==> src/rtl/core/lbp_pkg.sv <==
// Shared types, widths and constants of the LSB-first bit packer.
`default_nettype none

package lbp_pkg;

   localparam int LBP_VALUE_W         = 32;
   localparam int LBP_NUM_BITS_W      = 6;
   localparam int LBP_KIND_W          = 2;
   localparam int LBP_INDEX_W         = 17;
   localparam int LBP_OFFSET_W        = 16;
   localparam int LBP_MAX_SIZE_W      = 17;
   localparam int LBP_BYTE_BITS       = 8;
   localparam int LBP_JOB_BYTES       = 4;
   localparam int LBP_ACC_W           = LBP_VALUE_W + LBP_BYTE_BITS;
   localparam int LBP_WRITE_RESERVE   = 2;
   localparam int LBP_MAX_FIELD_BITS  = 32;
   localparam int LBP_QUEUE_DEPTH     = 4;
   localparam int LBP_REQ_DATA_W      = 40;
   localparam int LBP_RSP_DATA_W      = 24;
   localparam int LBP_CSR_INDEX_W     = 1;
   localparam int LBP_CSR_DATA_W      = 17;
   localparam logic [LBP_MAX_SIZE_W-1:0] LBP_MAX_SIZE_RESET = 17'h10000;

   typedef enum logic [LBP_KIND_W-1:0] {
      KIND_UNSIGNED = 2'd0,
      KIND_SIGNED   = 2'd1,
      KIND_END      = 2'd2
   } lbp_kind_type;

   typedef enum logic [LBP_CSR_INDEX_W-1:0] {
      CSR_START_OFFSET = 1'd0,
      CSR_MAX_SIZE     = 1'd1
   } lbp_csr_index_type;

   typedef struct packed {
      logic                      write_enable;
      logic [LBP_CSR_INDEX_W-1:0] index;
      logic [LBP_CSR_DATA_W-1:0] data;
   } lbp_csr_type;

   typedef struct packed {
      lbp_kind_type              kind;
      logic [LBP_VALUE_W-1:0]    data;
      logic [LBP_NUM_BITS_W-1:0] num_bits;
   } lbp_item_type;

   typedef struct packed {
      logic [LBP_JOB_BYTES*LBP_BYTE_BITS-1:0] bytes;
      logic [2:0]                             count;
      logic [LBP_OFFSET_W-1:0]                offset;
      logic                                   overflowed;
   } lbp_job_type;

endpackage

`default_nettype wire

==> src/rtl/core/lbp_classify.sv <==
// Front stage: accept items, drop unknown kinds, clamp the width, saturate and sign-encode the value.
`default_nettype none

module lbp_classify (
   input  wire logic                              clock,
   input  wire logic                              reset,
   input  wire logic                              req_tvalid,
   output logic                                   req_tready,
   input  wire logic [lbp_pkg::LBP_REQ_DATA_W-1:0] req_tdata,
   input  wire logic [lbp_pkg::LBP_KIND_W-1:0]     req_tuser,
   output logic                                   item_valid,
   output lbp_pkg::lbp_item_type                  item,
   input  wire logic                              item_taken
);
   import lbp_pkg::*;

   logic                      item_valid_ff, item_valid_in;
   lbp_item_type              item_ff, item_in;
   logic [LBP_VALUE_W-1:0]    value;
   logic [LBP_NUM_BITS_W-1:0] num_bits_raw, num_bits;
   logic [LBP_VALUE_W-1:0]    mask, limit, magnitude_raw, magnitude;
   logic                      sign_bit, keep;
   lbp_kind_type              kind;

   assign value        = req_tdata[LBP_VALUE_W-1:0];
   assign num_bits_raw = req_tdata[LBP_VALUE_W +: LBP_NUM_BITS_W];
   assign kind         = lbp_kind_type'(req_tuser);

   always_comb begin
      if (num_bits_raw == '0) begin
         num_bits = LBP_NUM_BITS_W'(1);
      end else if (num_bits_raw > LBP_NUM_BITS_W'(LBP_MAX_FIELD_BITS)) begin
         num_bits = LBP_NUM_BITS_W'(LBP_MAX_FIELD_BITS);
      end else begin
         num_bits = num_bits_raw;
      end
   end

   assign mask          = {LBP_VALUE_W{1'b1}} >> (LBP_NUM_BITS_W'(LBP_VALUE_W) - num_bits);
   assign limit         = mask >> 1;
   assign magnitude_raw = value[LBP_VALUE_W-1] ? (~value + LBP_VALUE_W'(1)) : value;
   assign magnitude     = (|(magnitude_raw & ~limit)) ? limit : magnitude_raw;
   assign sign_bit      = value[LBP_VALUE_W-1] && (num_bits != LBP_NUM_BITS_W'(1));

   always_comb begin
      item_in.kind     = kind;
      item_in.num_bits = num_bits;
      item_in.data     = '0;
      keep             = 1'b1;
      case (kind)
         KIND_UNSIGNED: item_in.data = (|(value & ~mask)) ? mask : value;
         KIND_SIGNED:   item_in.data = {magnitude[LBP_VALUE_W-2:0], sign_bit};
         KIND_END:      item_in.data = '0;
         default:       keep = 1'b0;
      endcase
   end

   assign req_tready    = !item_valid_ff || item_taken;
   assign item_valid_in = req_tready ? (req_tvalid && keep) : item_valid_ff;

   always_ff @(posedge clock) begin
      if (reset) begin
         item_valid_ff <= 1'b0;
      end else begin
         item_valid_ff <= item_valid_in;
      end
   end

   always_ff @(posedge clock) begin
      if (req_tready && req_tvalid) begin
         item_ff <= item_in;
      end
   end

   assign item_valid = item_valid_ff;
   assign item       = item_ff;

endmodule

`default_nettype wire

==> src/rtl/core/lbp_packer.sv <==
// Bit position state, space check and byte job generation; configuration registers.
`default_nettype none

module lbp_packer (
   input  wire logic                  clock,
   input  wire logic                  reset,
   input  wire lbp_pkg::lbp_csr_type  csr,
   input  wire logic                  item_valid,
   input  wire lbp_pkg::lbp_item_type item,
   output logic                       item_taken,
   input  wire logic                  queue_full,
   output logic                       push,
   output lbp_pkg::lbp_job_type       push_job
);
   import lbp_pkg::*;

   localparam int SUM_W = LBP_INDEX_W + 2;

   logic [LBP_BYTE_BITS-1:0]  partial_ff, partial_in;
   logic [3:0]                bit_pos_ff, bit_pos_in;
   logic [LBP_INDEX_W-1:0]    byte_index_ff, byte_index_in;
   logic                      overflow_ff, overflow_in;
   logic [LBP_MAX_SIZE_W-1:0] max_size_ff, max_size_in;

   logic [LBP_BYTE_BITS-1:0]  low_mask, low_bits, new_partial;
   logic [LBP_ACC_W-1:0]      acc;
   logic [LBP_NUM_BITS_W-1:0] total_bits, total_m1;
   logic [2:0]                full_bytes;
   logic [3:0]                new_bit_pos;
   logic [SUM_W-1:0]          need_all, need_one;
   logic                      pass_all, pass_one;

   assign item_taken  = item_valid && !queue_full;

   assign low_mask    = LBP_BYTE_BITS'((9'd1 << bit_pos_ff) - 9'd1);
   assign low_bits    = partial_ff & low_mask;
   assign acc         = (LBP_ACC_W'(item.data) << bit_pos_ff) | LBP_ACC_W'(low_bits);
   assign total_bits  = item.num_bits + LBP_NUM_BITS_W'(bit_pos_ff);
   assign total_m1    = total_bits - LBP_NUM_BITS_W'(1);
   assign full_bytes  = total_m1[5:3];
   assign new_bit_pos = {1'b0, total_m1[2:0]} + 4'd1;
   assign new_partial = acc[{full_bytes, 3'b000} +: LBP_BYTE_BITS];

   assign need_all = SUM_W'(byte_index_ff) + SUM_W'(full_bytes) + SUM_W'(LBP_WRITE_RESERVE);
   assign need_one = SUM_W'(byte_index_ff) + SUM_W'(1) + SUM_W'(LBP_WRITE_RESERVE);
   assign pass_all = need_all <= SUM_W'(max_size_ff);
   assign pass_one = need_one <= SUM_W'(max_size_ff);

   always_comb begin
      partial_in    = partial_ff;
      bit_pos_in    = bit_pos_ff;
      byte_index_in = byte_index_ff;
      overflow_in   = overflow_ff;
      max_size_in   = max_size_ff;
      push          = 1'b0;
      push_job.bytes      = acc[LBP_JOB_BYTES*LBP_BYTE_BITS-1:0];
      push_job.count      = full_bytes;
      push_job.offset     = byte_index_ff[LBP_OFFSET_W-1:0];
      push_job.overflowed = 1'b0;
      if (item_taken) begin
         case (item.kind)
            KIND_UNSIGNED, KIND_SIGNED: begin
               if (!overflow_ff) begin
                  if (pass_all) begin
                     push          = (full_bytes != 3'd0);
                     partial_in    = new_partial;
                     bit_pos_in    = new_bit_pos;
                     byte_index_in = byte_index_ff + LBP_INDEX_W'(full_bytes);
                  end else if ((item.kind == KIND_SIGNED) &&
                               (bit_pos_ff == 4'(LBP_BYTE_BITS)) && pass_one) begin
                     push           = 1'b1;
                     push_job.bytes = {{(LBP_JOB_BYTES-1)*LBP_BYTE_BITS{1'b0}}, partial_ff};
                     push_job.count = 3'd1;
                     partial_in     = {{(LBP_BYTE_BITS-1){1'b0}}, item.data[0]};
                     bit_pos_in     = 4'd1;
                     byte_index_in  = byte_index_ff + LBP_INDEX_W'(1);
                     overflow_in    = 1'b1;
                  end else begin
                     overflow_in = 1'b1;
                  end
               end
            end
            KIND_END: begin
               push           = 1'b1;
               push_job.count = 3'd1;
               if (!overflow_ff && pass_one) begin
                  push_job.bytes = {{(LBP_JOB_BYTES-1)*LBP_BYTE_BITS{1'b0}}, low_bits};
                  byte_index_in  = byte_index_ff + LBP_INDEX_W'(1);
               end else begin
                  push_job.bytes      = '0;
                  push_job.overflowed = 1'b1;
                  overflow_in         = 1'b1;
               end
               partial_in = '0;
               bit_pos_in = '0;
            end
            default: begin
            end
         endcase
      end
      if (csr.write_enable) begin
         case (csr.index)
            CSR_START_OFFSET: begin
               byte_index_in = LBP_INDEX_W'(csr.data[LBP_OFFSET_W-1:0]);
               partial_in    = '0;
               bit_pos_in    = '0;
            end
            CSR_MAX_SIZE: max_size_in = csr.data[LBP_MAX_SIZE_W-1:0];
            default: begin
            end
         endcase
      end
   end

   always_ff @(posedge clock) begin
      if (reset) begin
         partial_ff    <= '0;
         bit_pos_ff    <= '0;
         byte_index_ff <= '0;
         overflow_ff   <= 1'b0;
         max_size_ff   <= LBP_MAX_SIZE_RESET;
      end else begin
         partial_ff    <= partial_in;
         bit_pos_ff    <= bit_pos_in;
         byte_index_ff <= byte_index_in;
         overflow_ff   <= overflow_in;
         max_size_ff   <= max_size_in;
      end
   end

endmodule

`default_nettype wire

==> src/rtl/core/lbp_queue.sv <==
// Short job queue between the packer and the byte emitter.
`default_nettype none

module lbp_queue #(
   parameter int DEPTH = lbp_pkg::LBP_QUEUE_DEPTH
) (
   input  wire logic                 clock,
   input  wire logic                 reset,
   input  wire logic                 push,
   input  wire lbp_pkg::lbp_job_type push_job,
   output logic                      full,
   input  wire logic                 pop,
   output logic                      empty,
   output lbp_pkg::lbp_job_type      head_job
);
   import lbp_pkg::*;

   localparam int PTR_W   = $clog2(DEPTH);
   localparam int COUNT_W = $clog2(DEPTH + 1);

   lbp_job_type        entry_ff [DEPTH];
   logic [PTR_W-1:0]   wr_ptr_ff, wr_ptr_in, rd_ptr_ff, rd_ptr_in;
   logic [COUNT_W-1:0] count_ff, count_in;

   assign full     = (count_ff == COUNT_W'(DEPTH));
   assign empty    = (count_ff == '0);
   assign head_job = entry_ff[rd_ptr_ff];

   always_comb begin
      wr_ptr_in = wr_ptr_ff;
      rd_ptr_in = rd_ptr_ff;
      count_in  = count_ff;
      if (push) begin
         wr_ptr_in = (wr_ptr_ff == PTR_W'(DEPTH - 1)) ? '0 : wr_ptr_ff + PTR_W'(1);
      end
      if (pop) begin
         rd_ptr_in = (rd_ptr_ff == PTR_W'(DEPTH - 1)) ? '0 : rd_ptr_ff + PTR_W'(1);
      end
      case ({push, pop})
         2'b10:   count_in = count_ff + COUNT_W'(1);
         2'b01:   count_in = count_ff - COUNT_W'(1);
         default: count_in = count_ff;
      endcase
   end

   always_ff @(posedge clock) begin
      if (reset) begin
         wr_ptr_ff <= '0;
         rd_ptr_ff <= '0;
         count_ff  <= '0;
      end else begin
         wr_ptr_ff <= wr_ptr_in;
         rd_ptr_ff <= rd_ptr_in;
         count_ff  <= count_in;
      end
   end

   always_ff @(posedge clock) begin
      if (push) begin
         entry_ff[wr_ptr_ff] <= push_job;
      end
   end

endmodule

`default_nettype wire

==> src/rtl/core/lbp_emitter.sv <==
// Back end: unpack queued jobs into one result item per cycle while rsp_tready is high.
`default_nettype none

module lbp_emitter (
   input  wire logic                               clock,
   input  wire logic                               reset,
   input  wire logic                               queue_empty,
   input  wire lbp_pkg::lbp_job_type               head_job,
   output logic                                    pop,
   output logic                                    rsp_tvalid,
   input  wire logic                               rsp_tready,
   output logic [lbp_pkg::LBP_RSP_DATA_W-1:0]      rsp_tdata,
   output logic                                    rsp_tuser,
   output logic                                    rsp_tlast
);
   import lbp_pkg::*;

   logic                                   valid_ff, valid_in;
   logic [2:0]                             remain_ff, remain_in;
   logic [LBP_JOB_BYTES*LBP_BYTE_BITS-1:0] bytes_ff, bytes_in;
   logic [LBP_OFFSET_W-1:0]                offset_ff, offset_in;
   logic                                   overflow_ff, overflow_in;
   logic                                   last, load;

   assign last = (remain_ff == 3'd1);
   assign load = !valid_ff || (rsp_tready && last);
   assign pop  = load && !queue_empty;

   always_comb begin
      valid_in    = valid_ff;
      remain_in   = remain_ff;
      bytes_in    = bytes_ff;
      offset_in   = offset_ff;
      overflow_in = overflow_ff;
      if (load) begin
         valid_in    = !queue_empty;
         remain_in   = head_job.count;
         bytes_in    = head_job.bytes;
         offset_in   = head_job.offset;
         overflow_in = head_job.overflowed;
      end else if (rsp_tready) begin
         remain_in = remain_ff - 3'd1;
         bytes_in  = bytes_ff >> LBP_BYTE_BITS;
         offset_in = offset_ff + LBP_OFFSET_W'(1);
      end
   end

   always_ff @(posedge clock) begin
      if (reset) begin
         valid_ff  <= 1'b0;
         remain_ff <= '0;
      end else begin
         valid_ff  <= valid_in;
         remain_ff <= remain_in;
      end
   end

   always_ff @(posedge clock) begin
      bytes_ff    <= bytes_in;
      offset_ff   <= offset_in;
      overflow_ff <= overflow_in;
   end

   assign rsp_tvalid = valid_ff;
   assign rsp_tdata  = {offset_ff, bytes_ff[LBP_BYTE_BITS-1:0]};
   assign rsp_tuser  = overflow_ff;
   assign rsp_tlast  = last;

endmodule

`default_nettype wire

==> src/rtl/core/lsb_first_bit_packer_unit.sv <==
// Top level of the LSB-first bit packer.
//
//   channel | direction | tdata (low bit up)             | tuser      | tlast
//   req     | in        | value[31:0], num_bits[37:32]   | kind[1:0]  | -
//   rsp     | out       | out_byte[7:0], byte_offset[23:8]| overflowed | last
//   csr     | in        | write_enable, index, write_data (17 bits)
//
// One item enters per cycle while the job queue has room; the packer settles
// the bit position and space check in that cycle. The emitter sends one byte
// per cycle while rsp_tready is high; an item emits none to 4 bytes. An
// accepted item passes the classify register, the job queue and the emitter
// register before its first result.
// Synchronous reset clears position, overflow flag and all valid state.
// Stalls on rsp back up through the queue to req_tready.
`default_nettype none

module lsb_first_bit_packer_unit #(
   parameter int QUEUE_DEPTH = lbp_pkg::LBP_QUEUE_DEPTH
) (
   input  wire logic                                clock,
   input  wire logic                                reset,
   input  wire logic                                req_tvalid,
   output logic                                     req_tready,
   // value[31:0], num_bits[37:32], zero[39:38]
   input  wire logic [lbp_pkg::LBP_REQ_DATA_W-1:0]  req_tdata,
   // kind[1:0]
   input  wire logic [lbp_pkg::LBP_KIND_W-1:0]      req_tuser,
   output logic                                     rsp_tvalid,
   input  wire logic                                rsp_tready,
   // out_byte[7:0], byte_offset[23:8]
   output logic [lbp_pkg::LBP_RSP_DATA_W-1:0]       rsp_tdata,
   // overflowed[0]
   output logic                                     rsp_tuser,
   output logic                                     rsp_tlast,
   input  wire logic                                csr_write_enable,
   input  wire logic [lbp_pkg::LBP_CSR_INDEX_W-1:0] csr_index,
   input  wire logic [lbp_pkg::LBP_CSR_DATA_W-1:0]  csr_write_data
);
   import lbp_pkg::*;

   lbp_csr_type  csr;
   lbp_item_type item;
   lbp_job_type  push_job, head_job;
   logic         item_valid, item_taken, push, queue_full, queue_empty, pop;

   assign csr.write_enable = csr_write_enable;
   assign csr.index        = csr_index;
   assign csr.data         = csr_write_data;

   lbp_classify u_classify (
      .clock      (clock),
      .reset      (reset),
      .req_tvalid (req_tvalid),
      .req_tready (req_tready),
      .req_tdata  (req_tdata),
      .req_tuser  (req_tuser),
      .item_valid (item_valid),
      .item       (item),
      .item_taken (item_taken)
   );

   lbp_packer u_packer (
      .clock      (clock),
      .reset      (reset),
      .csr        (csr),
      .item_valid (item_valid),
      .item       (item),
      .item_taken (item_taken),
      .queue_full (queue_full),
      .push       (push),
      .push_job   (push_job)
   );

   lbp_queue #(
      .DEPTH (QUEUE_DEPTH)
   ) u_queue (
      .clock    (clock),
      .reset    (reset),
      .push     (push),
      .push_job (push_job),
      .full     (queue_full),
      .pop      (pop),
      .empty    (queue_empty),
      .head_job (head_job)
   );

   lbp_emitter u_emitter (
      .clock       (clock),
      .reset       (reset),
      .queue_empty (queue_empty),
      .head_job    (head_job),
      .pop         (pop),
      .rsp_tvalid  (rsp_tvalid),
      .rsp_tready  (rsp_tready),
      .rsp_tdata   (rsp_tdata),
      .rsp_tuser   (rsp_tuser),
      .rsp_tlast   (rsp_tlast)
   );

endmodule

`default_nettype wire

==> config.mk <==
export PLATFORM = sky130hd
export DESIGN_NAME = lsb_first_bit_packer_unit
export DESIGN_NICKNAME = d
export VERILOG_FILES = /design/src/rtl/core/lbp_pkg.sv /design/src/rtl/core/lbp_classify.sv /design/src/rtl/core/lbp_packer.sv /design/src/rtl/core/lbp_queue.sv /design/src/rtl/core/lbp_emitter.sv /design/src/rtl/core/lsb_first_bit_packer_unit.sv
export SDC_FILE = /design/constraint.sdc
export NUM_CORES = 1
export LEC_CHECK = 0
export BUFFER_PORTS_ARGS = -buffer_cell sky130_fd_sc_hd__buf_4
export CORE_ASPECT_RATIO = 1.75
export CORE_MARGIN = 2
export CORE_UTILIZATION = 65
export DETAILED_ROUTE_END_ITERATION = 16
export PLACE_DENSITY = 0.83
export RECOVER_POWER = 100
export SYNTH_ARGS = -nofsm -noshare
export SYNTH_HDL_FRONTEND = slang
export SYNTH_SLANG_ARGS = --single-unit
==> constraint.sdc <==
create_clock -name clock -period 14.3 [get_ports clock]
set_input_delay 2.86 -clock clock [delete_from_list [all_inputs] [get_ports clock]]
set_output_delay 2.86 -clock clock [all_outputs]
set_load 0.02 [all_outputs]
-- Yosys cells after proc, flatten, opt, wreduce, memory -nomap -nowiden
Memory sizes are Yosys's and may differ from the RTL's. A register that Yosys moved wholly into a read port is not among the register bits.
Index checks and enable logic that the tools add are counted.
- bits in registers: 148
- bits in latches: 0
- RAM bits: 208
- ROM bits: 0
- logic and storage cells: 153
- memories: 1
- memory list (name ; depth ; bits a word ; read ports ; clocked after memory_dff ; write ports ; line ; text):
    u_queue.entry_ff ; 4 ; 52 ; 1 ; 1 ; 1 ; lbp_queue.sv:21 ; lbp_job_type entry_ff [DEPTH];
- $add $sub $neg: 18
- $mul: 0
- divide/modulo/power cells: 0
- $lt $le $gt $ge: 3
- eq/ne operators: 13
- shift-type cells: 4
- mux-type cells: 60
- bitwise operators: 7
- reductions and logical operators: 30
- operator list (kind ; number):
    $mux W35 ; 4
    $mux W32 ; 4
    $mux W17 ; 7
    $pmux W35 S2 ; 1
    $and A32 B32 Y32 ; 2
    $not A32 Y32 ; 2
    $pmux W32 S2 ; 1
    $reduce_or A32 Y1 ; 2
    $mux W8 ; 7
    $or A40 B8 Y40 ; 1
    $shiftx A40 B7 Y8 ; 1
    $shl A32 B4 Y40 ; 1
    $add A19 B2 Y19 const B ; 2
    $le A19 B17 Y1 ; 2
    $pmux W17 S2 ; 1
    $add A32 B1 Y32 const B ; 1
    $mux W16 ; 2
    $not A31 Y32 ; 1
    $shr A32 B6 Y32 const A ; 1
    $mux W31 ; 1
    $mux W4 ; 6
    $add A17 B1 Y18 const B ; 1
    $add A17 B3 Y18 ; 1
    $add A17 B1 Y17 const B ; 1
    40 further kinds ; 82

-- Depth between registers and ports, before layout
Gate-level depths: netlist of the first run.
- word-level depth: 11
- depth in mapped cells: 38

-- By module
Synthesis of the first run repeated with hierarchy kept, for this count alone.
- cells, all modules: 2094
- area total of the unflattened synthesis: 21937.3 um^2
- modules (own cells, without submodules) (module ; instances ; cells an instance ; area an instance (um^2) ; seq. area each (um^2)):
    lbp_queue ; 1 ; 320 ; 8012.7 ; 6426.2
    lbp_packer ; 1 ; 1042 ; 7277.0 ; 940.9
    lbp_classify ; 1 ; 479 ; 4038.9 ; 1221.2
    lbp_emitter ; 1 ; 253 ; 2608.8 ; 1551.5

-- Worst setup path before layout of the first run
No wires, ideal clock.
- path kind: flip-flop to flip-flop
- from: reg u_packer.bit_pos_ff[1]
- to: mem u_queue.entry_ff[0][0] in the netlist's numbering (enable)
- arrival: 8.344 ns
- path slack: 5.541 ns
- stages on the path, launching flop included: 29
- path buffers: 3
- cells stage by stage: dfxtp_1 > clkbuf_1 > clkbuf_1 > inv_1 > ha_1 > inv_1 > ha_1 > fa_1 > xnor2_1 > clkbuf_1 > inv_1 > ha_1 > fa_1 > a21oi_1 > o21ai_0 > a2111o_1 > a211oi_1 > nor4b_2 > nand2_1 > xor2_1 > ha_1 > nand4_1 > or2_2 > nor4_1 > o22ai_1 > a21o_1 > a21oi_1 > o21a_1 > and2_1
- cells in the longest elaborated chain, start to end: 11
- ends and longest elaborated chain (what ; line ; text):
    start, declared ; lbp_packer.sv:20 ; logic [3:0] bit_pos_ff, bit_pos_in;
    start signal, assigned ; lbp_packer.sv:124 ; bit_pos_ff <= bit_pos_in;
    $add A6 B4 Y6 ; lbp_packer.sv:38 ; assign total_bits = item.num_bits + LBP_NUM_BITS_W'(bit_pos_ff);
    $sub A6 B1 Y6 ; lbp_packer.sv:39 ; assign total_m1 = total_bits - LBP_NUM_BITS_W'(1);
    $add A17 B3 Y18 ; lbp_packer.sv:44 ; assign need_all = SUM_W'(byte_index_ff) + SUM_W'(full_bytes) + SUM_W'(LBP_WRITE_RESERVE);
    $add A19 B2 Y19 ; lbp_packer.sv:44 ;
    $le A19 B17 Y1 ; lbp_packer.sv:46 ; assign pass_all = need_all <= SUM_W'(max_size_ff);
    $mux W1 * ; lbp_packer.sv:64 ; if (pass_all) begin
    $mux W1 * ; lbp_packer.sv:63 ; if (!overflow_ff) begin
    $pmux W1 S2 * ; lbp_packer.sv:61 ; case (item.kind)
    $mux W1 * ; lbp_packer.sv:60 ; if (item_taken) begin
    $mux W1 * ; lbp_queue.sv:59 ; if (push) begin
    $mux W1 (implied by the code) * ; lbp_queue.sv:60 ; entry_ff[wr_ptr_ff] <= push_job;
    end, declared ; lbp_queue.sv:21 ;
Every way passes the cells marked *; elsewhere a longest branch is shown, timed or not.

-- Final worst setup path of the first run
- from: reg u_packer.bit_pos_ff[0]
- to: reg u_queue.count_ff[2]
- cells in the longest elaborated chain, start to end: 11
- ends and longest elaborated chain (what ; line ; text):
    $add A6 B4 Y6 ; lbp_packer.sv:38 ;
    $sub A6 B1 Y6 ; lbp_packer.sv:39 ;
    $add A17 B3 Y18 ; lbp_packer.sv:44 ;
    $add A19 B2 Y19 ; lbp_packer.sv:44 ;
    $le A19 B17 Y1 ; lbp_packer.sv:46 ;
    $mux W1 * ; lbp_packer.sv:64 ;
    $mux W1 * ; lbp_packer.sv:63 ;
    $pmux W1 S2 * ; lbp_packer.sv:61 ;
    $mux W1 * ; lbp_packer.sv:60 ;
    $eq A2 B1 Y1 / $eq A2 B2 Y1 (equally long branches) ; lbp_queue.sv:39 ; case ({push, pop})
    $pmux W3 S2 / $reduce_bool A2 Y1 (equally long branches) ; -- ;
    end signal, assigned ; lbp_queue.sv:54 ; count_ff <= count_in;
    end, declared ; lbp_queue.sv:23 ; logic [COUNT_W-1:0] count_ff, count_in;
Marked as above.
A chain may end at the register's enable or synchronous reset.

==> results of run 1 <==
## worst paths after layout
check                                         end  slack, ns  depth (start not counted)
min reg2reg  u_packer.max_size_ff[7]$_SDFFE_PP0P_       0.46                          2
max              u_queue.count_ff[2]$_SDFFE_PP0P_       2.66                         34
min          u_packer.max_size_ff[7]$_SDFFE_PP0P_       0.46                          2
max reg2reg      u_queue.count_ff[2]$_SDFFE_PP0P_       2.66                         34
## cells in the mapped netlist, types with 11 or more instances
cell type  instances  area (µm²)
a211oi_1          20       150.1
a21o_1            11       82.58
a21oi_1           97       485.5
a31oi_1           32       200.2
and2_1            29       181.4
and3_1            11       68.82
buf_1             17       63.81
clkbuf_1          99       371.6
dfxtp_1           61        1221
edfxtp_1         297        8919
ha_1              65       813.3
inv_1             79       296.5
mux2_2            39       439.2
mux2i_1           50       500.5
mux4_2            79        1779
nand2_1          217       814.5
nand2b_1          11       68.82
nand3_1           50       250.2
nand4_1           22       137.6
nor2_1           138       518.0
nor2b_1           18       112.6
nor3_1            45       225.2
nor4_1            19       118.9
o21ai_0           98       490.5
o221ai_1          32       280.3
o22ai_1           19       118.9
o31ai_1           19       142.6
or3_1             16       100.1
xnor2_1           58       508.0
xor2_1            43       376.6
## sequential cells by signal (all words and copies together) (netlist names), named ones only
name,flops
u_packer.max_size_ff,17
u_emitter.remain_ff,3
u_queue.wr_ptr_ff,2
u_packer.byte_index_ff,17
u_queue.rd_ptr_ff,2
u_emitter.rsp_tuser,1
u_emitter.bytes_ff,32
u_emitter.rsp_tvalid,1
u_queue.count_ff,3
u_emitter.offset_ff,16
u_packer.overflow_ff,1
u_queue.entry_ff,208
u_classify.item_valid,1
u_packer.bit_pos_ff,4
u_packer.partial_ff,8
u_classify.item,40
## metrics by stage
stage                     instance area (µm²)  hold WS [ns]
after floorplan                         21520        0.4363
after global placement                  22330        0.4433
after detailed placement                22330        0.4489
after CTS                               23340        0.4582
after global routing                    23150        0.4757
final                                   23150        0.4566
## critical path, delay by kind of cell, from the launching register on
family | cells | cell delay [ns]
AOI/OAI and AO/OA | 10 | 3.54
adders and majority gates | 8 | 2.31
buffers and inverters | 8 | 3.26
and+or+nand+nor | 5 | 1.63
xor gates and xnor gates | 3 | 0.48
DFF | 1 | 0.31
## cells by family (layout without fill, tap and decap cells)
| family | count (synthesis) | count (layout) | synth area share |
|---|---|---|---|
| buf+inv | 217 | 251 | 0.04065 |
| xor+xnor | 101 | 101 | 0.04111 |
| flops | 358 | 358 | 0.4712 |
| compound gates | 451 | 451 | 0.1402 |
| fa+ha+maj | 69 | 69 | 0.04105 |
| simple gates | 620 | 620 | 0.1389 |
| mux | 169 | 169 | 0.1269 |
## layout make-up
class	count	area (µm²)	area share
clock buffer	37	808.3	0.03492
tap	405	506.7	0.02189
clock inverter	19	205.2	0.008864
timing repair buffer	114	705.7	0.03048
inverter	81	304.0	0.01313
sequential	358	10140	0.4381
multi-input combinational	1410	10480	0.4526
## layer usage
| metal | global-route usage | share of wire |
|---|---|---|
| met1 | 0.4375 | 0.36 |
| met2 | 0.5987 | 0.49 |
| met3 | 0.04136 | 0.080 |
| met4 | 0.1950 | 0.066 |
| met5 | 0 | 0 |
## power groups by stage
stage / logic, mW / registers, mW / clock network (mW)
after CTS: 0.957 / 1.44 / 0.853
after detailed placement: 0.939 / 1.45 / 0
after floorplan: 0.666 / 1.42 / 0
after global placement: 0.906 / 1.45 / 0
final: 0.944 / 1.44 / 0.853
after global routing: 1.01 / 1.45 / 0.889
==> metrics.md, run 1 <==
| Metric | Value |
|---|---|
| Layout cell share with drive strength beyond 1 | `0.1317` |
| EDFF count, synth | `297` |
| Asr flop ratio synth | `0` |
| Worst-margin pin slew | `3.567 ns` |
| Crit path from | `u_packer.bit_pos_ff[0]$_SDFF_PP0_` |
| Antenna-violating nets left | `0` |
| Rel. slew slack | `-1.381` |
| Seq pwr share | `0.444` |
| DRC | `0` |
| Skew-Pair Late Insertion Delay | `0.58 ns` |
| Maximum VDD drop | `0.08710 mV` |
| Ant diodes | `0` |
| Gr usage total | `0.3520` |
| CTS buffer count | `30` |
| Maximum clock frequency | `85.95 MHz` |
| Static Leak | `7.832 nW` |
| Synth cell types | `87` |
| RSZ-0062 raised after global routing | `false` |
| Syn. warnings | `0` |
| WP data required | `14.79 ns` |
| Hold Buf Count CTS | `0` |
| Combinational share of power | `0.292` |
| GRT Residual Overflow | `0` |
| CTS tree | `done` |
| Kind of critical path | `register to register` |
| Max Clock Skew | `0.02321 ns` |
| Die area | `34630 µm²` |
| Failing checks | `max-capacitance violations, max-slew violations` |
| Core Area | `32810 µm²` |
| Final setup viols | `0` |
| Nets | `2128` |
| Clock Sinks | `358` |
| Number of fill cells | `2407` |
| Buffers on Ports | `90` |
| Hold Path Class | `register to register` |
| Post-CTS setup-driven buffer insertion count | `0` |
| Placer Congestion | `1.010` |
| Internal power | `2.164 mW` |
| Cell Rows | `88` |
| Crit end category | `register` |
| Routed vias | `17020` |
| H-tree Lvls | `1` |
| DP Cell Count | `2368` |
| Final Core Density | `0.7055` |
| Synth Register Bits | `358` |
| Most used DFF post-synth | `edfxtp_1` |
| PwrDens | `139.6 nW/µm²` |
| Final TNS setup | `0 ns` |
| Avg Vias per Cell | `7.022` |
| Minimum clock period | `11.64 ns` |
| P&R area growth vs syn | `7.583%` |
| Critical Path AT | `12.13 ns` |
| Clock Pin Slew Worst Setup and Hold Paths | `0.08 ns` |
| Outcome | `complete, but fails checks` |
| CTS resizes | `0` |
| Final wirelength | `61540 µm` |
| First drt pass iteration count | `7` |
| Root Buffer | `clkbuf_16` |
| DRT iter0 DRCs | `1669` |
| Crit-path most repeated cell | `ha_1` |
| Worst hold path startpoint | `u_packer.max_size_ff[7]$_SDFFE_PP0P_` |
| Slack of the critical path | `2.665 ns` |
| I/O pins | `93` |
| Post-DP HPWL | `42610 µm` |
| Initial antenna violation count | `0` |
| Clock power frac | `0.264` |
| Crit path launch type | `register` |
| Slowest-stage cell, CP | `clkbuf_1` |
| Syn Nets | `2118` |
| Mapped Cells | `1985` |
| Final Instance Count excl. Fillers | `2424` |
| Mapped cell area | `21520 µm²` |
| Power, Total | `3.232 mW` |
| Most common cell after layout, fill and taps aside | `edfxtp_1` |
| Switching Fraction | `0.3304` |
| Slowest stage delay, CP | `1.11 ns` |
| Die Span Y | `244.7 µm` |
| Initial Utilization | `0.6558` |
| DIE WIDTH | `141.5 µm` |
| Worst r2r src | `u_packer.bit_pos_ff[0]$_SDFF_PP0_` |
| Mean cell area of the mapped netlist | `10.84 µm²` |
| Post-DR wirelength/cell | `25.39 µm` |
| Maximum buffer depth of the clock tree | `3` |
| Most frequent cells in the layout | `297 x edfxtp_1, 217 x nand2_1, 138 x nor2_1, 99 x o21ai_0, 97 x a21oi_1` |
| Fin crit share | `0.8136` |
| # Max-Cap Violations | `8` |
| Crit-path max FO | `42` |
| Switching pwr | `1.068 mW` |
| Sequential fraction of the synthesis area | `0.4712` |
| Post-placement setup slack | `4.344 ns` |
| Largest net degree at the start of global routing | `53` |
| Final Hold Viols | `0` |
| Fin. max-slew vios | `241` |
| Number of global-route vias before repair | `16580` |
| First-pass GRT wire length | `94340 µm` |
Note: power is estimated with default switching activity, not from simulation.
==> inputs of run 2 (changes only) <==
- CORE_UTILIZATION: 65 -> 63
- PLACE_DENSITY: 0.83 -> 0.81
- clock period: 14.3 -> 11 ns (I/O delays scaled with it)
==> metrics.md, run 2 (synthesized netlist as in run 1, its figures left out) <==
| Metric | Value |
|---|---|
| Max Clock Skew | `0.02300 ns (-0.0002105 ns)` |
| Crit path launch type | `register` |
| Die area | `35710 µm² (+3.1%)` |
| Buffers on Ports | `90 (unchanged)` |
| Antenna-violating nets left | `0 (unchanged)` |
| Ant diodes | `0 (unchanged)` |
| Largest net degree at the start of global routing | `53 (unchanged)` |
| Final setup viols | `0 (unchanged)` |
| Placer Congestion | `0.9828 (-2.7%)` |
| Worst reg2reg path depth | `33 (-2.9%)` |
| PwrDens | `179.3 nW/µm² (+28%)` |
| Worst-margin pin slew | `4.400 ns (+0.8327 ns)` |
| Initial Utilization | `0.6377 (-0.01807)` |
| Kind of critical path | `register to register` |
| Post-DR wirelength/cell | `24.65 µm (-2.9%)` |
| Maximum clock frequency | `101.4 MHz (+18%)` |
| Core Area | `33740 µm² (+2.8%)` |
| P&R area growth vs syn | `7.891%` |
| Critical Path AT | `10.34 ns (-1.79 ns)` |
| Die Span Y | `248.5 µm (+1.5%)` |
| Post-CTS setup-driven buffer insertion count | `0 (unchanged)` |
| WP buf/inv | `7 (-1)` |
| DIE WIDTH | `143.7 µm (+1.5%)` |
| DRC | `0 (unchanged)` |
| Hold Path Depth | `2 (unchanged)` |
| Post-route cell area | `23210 µm² (+0.29%)` |
| Rel. slew slack | `-1.933 (-0.5519)` |
| Slowest-stage cell, CP | `clkbuf_1` |
| Crit-path most repeated cell | `ha_1` |
| Root Buffer | `clkbuf_16` |
| Gr usage total | `0.3420 (-0.01005)` |
| CTS tree | `done` |
| Crit end category | `register` |
| Slowest stage delay, CP | `0.80 ns (-0.31 ns)` |
| First drt pass iteration count | `6 (-1)` |
| Skew-Pair Late Insertion Delay | `0.59 ns (about the same)` |
| Largest register FFs | `208 (unchanged)` |
| Nets | `2133 (+0.23%)` |
| Final Core Density | `0.6880 (-0.01747)` |
| Post-DP HPWL | `43750 µm (+2.7%)` |
| Layout cell share with drive strength beyond 1 | `0.1354 (+0.003627)` |
| Fin crit share | `0.8964 (+0.08277)` |
| Number of stages on the worst setup path | `33 (-2.9%)` |
| Power, Total | `4.163 mW (+29%)` |
| DP Area | `22420 µm² (+0.38%)` |
| Maximum buffer depth of the clock tree | `3 (unchanged)` |
| Clock Pin Slew Worst Setup and Hold Paths | `0.08 ns (about the same)` |
| I/O pins | `93 (unchanged)` |
| Crit-path max FO | `17 (-60%)` |
| CP top delay family | `compound AO/OA/AOI/OAI gates` |
| WP data required | `11.48 ns (-3.31 ns)` |
| Initial antenna violation count | `0 (unchanged)` |
| Clock Sinks | `358 (unchanged)` |
| Cell Rows | `89 (+1.1%)` |
| Number of global-route vias before repair | `16630 (+0.33%)` |
| Routed vias | `16820 (-1.2%)` |
| Biggest register | `u_queue.entry_ff` |
| First-pass GRT wire length | `93840 µm (-0.53%)` |
| Hold Path Class | `register to register` |
| DRT iter0 DRCs | `1618 (-3.1%)` |
| GRT Residual Overflow | `0 (unchanged)` |
| CTS resizes | `0 (unchanged)` |
| Failing checks | `max-capacitance violations, max-slew violations` |
| Most common cell after layout, fill and taps aside | `edfxtp_1` |
| Static Leak | `7.859 nW (+0.34%)` |
| RSZ-0062 raised after global routing | `false` |
| # Max-Cap Violations | `8 (unchanged)` |
| CTS buffer count | `31 (+3.3%)` |
| Maximum VDD drop | `0.1215 mV (+40%)` |
| Outcome | `complete, but fails checks` |
| Avg Vias per Cell | `6.785 (-3.4%)` |
| Hold Buf Count CTS | `0 (unchanged)` |
| Final wirelength | `61110 µm (-0.70%)` |
| Final TNS setup | `0 ns (unchanged)` |
| Minimum clock period | `9.861 ns (-1.775 ns)` |
| Fin. max-slew vios | `259 (+7.5%)` |
| Most frequent cells in the layout | `297 x edfxtp_1, 217 x nand2_1, 138 x nor2_1, 99 x o21ai_0, 98 x a21oi_1` |
| H-tree Lvls | `1 (unchanged)` |
| Final Hold Viols | `0 (unchanged)` |
## run 2: changes by cell type in the layout (fill, tap and decap cells not counted), moves of 2 or more
cell / before / now
clkinvlp_4: 3 / 1
clkinv_2: 6 / 8
buf_4: 74 / 79
mux2_1: 4 / 2
clkbuf_8: 1 / 3
bufinv_16: 4 / 2
mux2_2: 36 / 38
## run 2: routing by layer
| metal | wire (µm) | global-route usage |
|---|---|---|
| met1 | 22310 | 0.4193 |
| met2 | 31000 | 0.5871 |
| met3 | 4261 | 0.03890 |
| met4 | 3536 | 0.1804 |
| met5 | 0 | 0 |
## run 2: tightest hold or removal path, cell delays in order (launching register included)
cell and delay [ns]:
dfxtp_1 0.31, nand2_1 0.05, a21oi_1 0.05
## run 2: worst paths after layout
path,start,to,slack [ns]
worst max-delay path,u_packer.bit_pos_ff[0]$_SDFF_PP0_,u_queue.count_ff[2]$_SDFFE_PP0P_,1.14
worst min-delay path,u_packer.max_size_ff[12]$_SDFFE_PP0P_,u_packer.max_size_ff[12]$_SDFFE_PP0P_,0.46
worst max register to register,u_packer.bit_pos_ff[0]$_SDFF_PP0_,u_queue.count_ff[2]$_SDFFE_PP0P_,1.14
worst min register to register,u_packer.max_size_ff[12]$_SDFFE_PP0P_,u_packer.max_size_ff[12]$_SDFFE_PP0P_,0.46
## run 2: cell type report
cell class	count	area [µm²]
Multi-Input combinational cell	1410	10470
Clock inverter	18	156.4
Inverter	81	304.0
Sequential cell	358	10140
Timing Repair Buffer	118	739.5
Clock buffer	39	835.8
Tap cell	455	569.3
Fill cell	2575	10530
## run 2: through the flow
stage                     hold WS (ns)  instances  setup slack, ns
after floorplan                 0.4363       1985            2.241
after global placement          0.4441       2422            2.093
after detailed placement        0.4516       2422            1.968
after CTS                       0.4607       2479            1.926
after global routing            0.4745       2479           0.7561
final                           0.4555       2479            1.139
## run 2: power by group
group	internal [mW]	switching, mW
combinational	0.493	0.763
sequential	1.71	0.123
clock	0.587	0.486
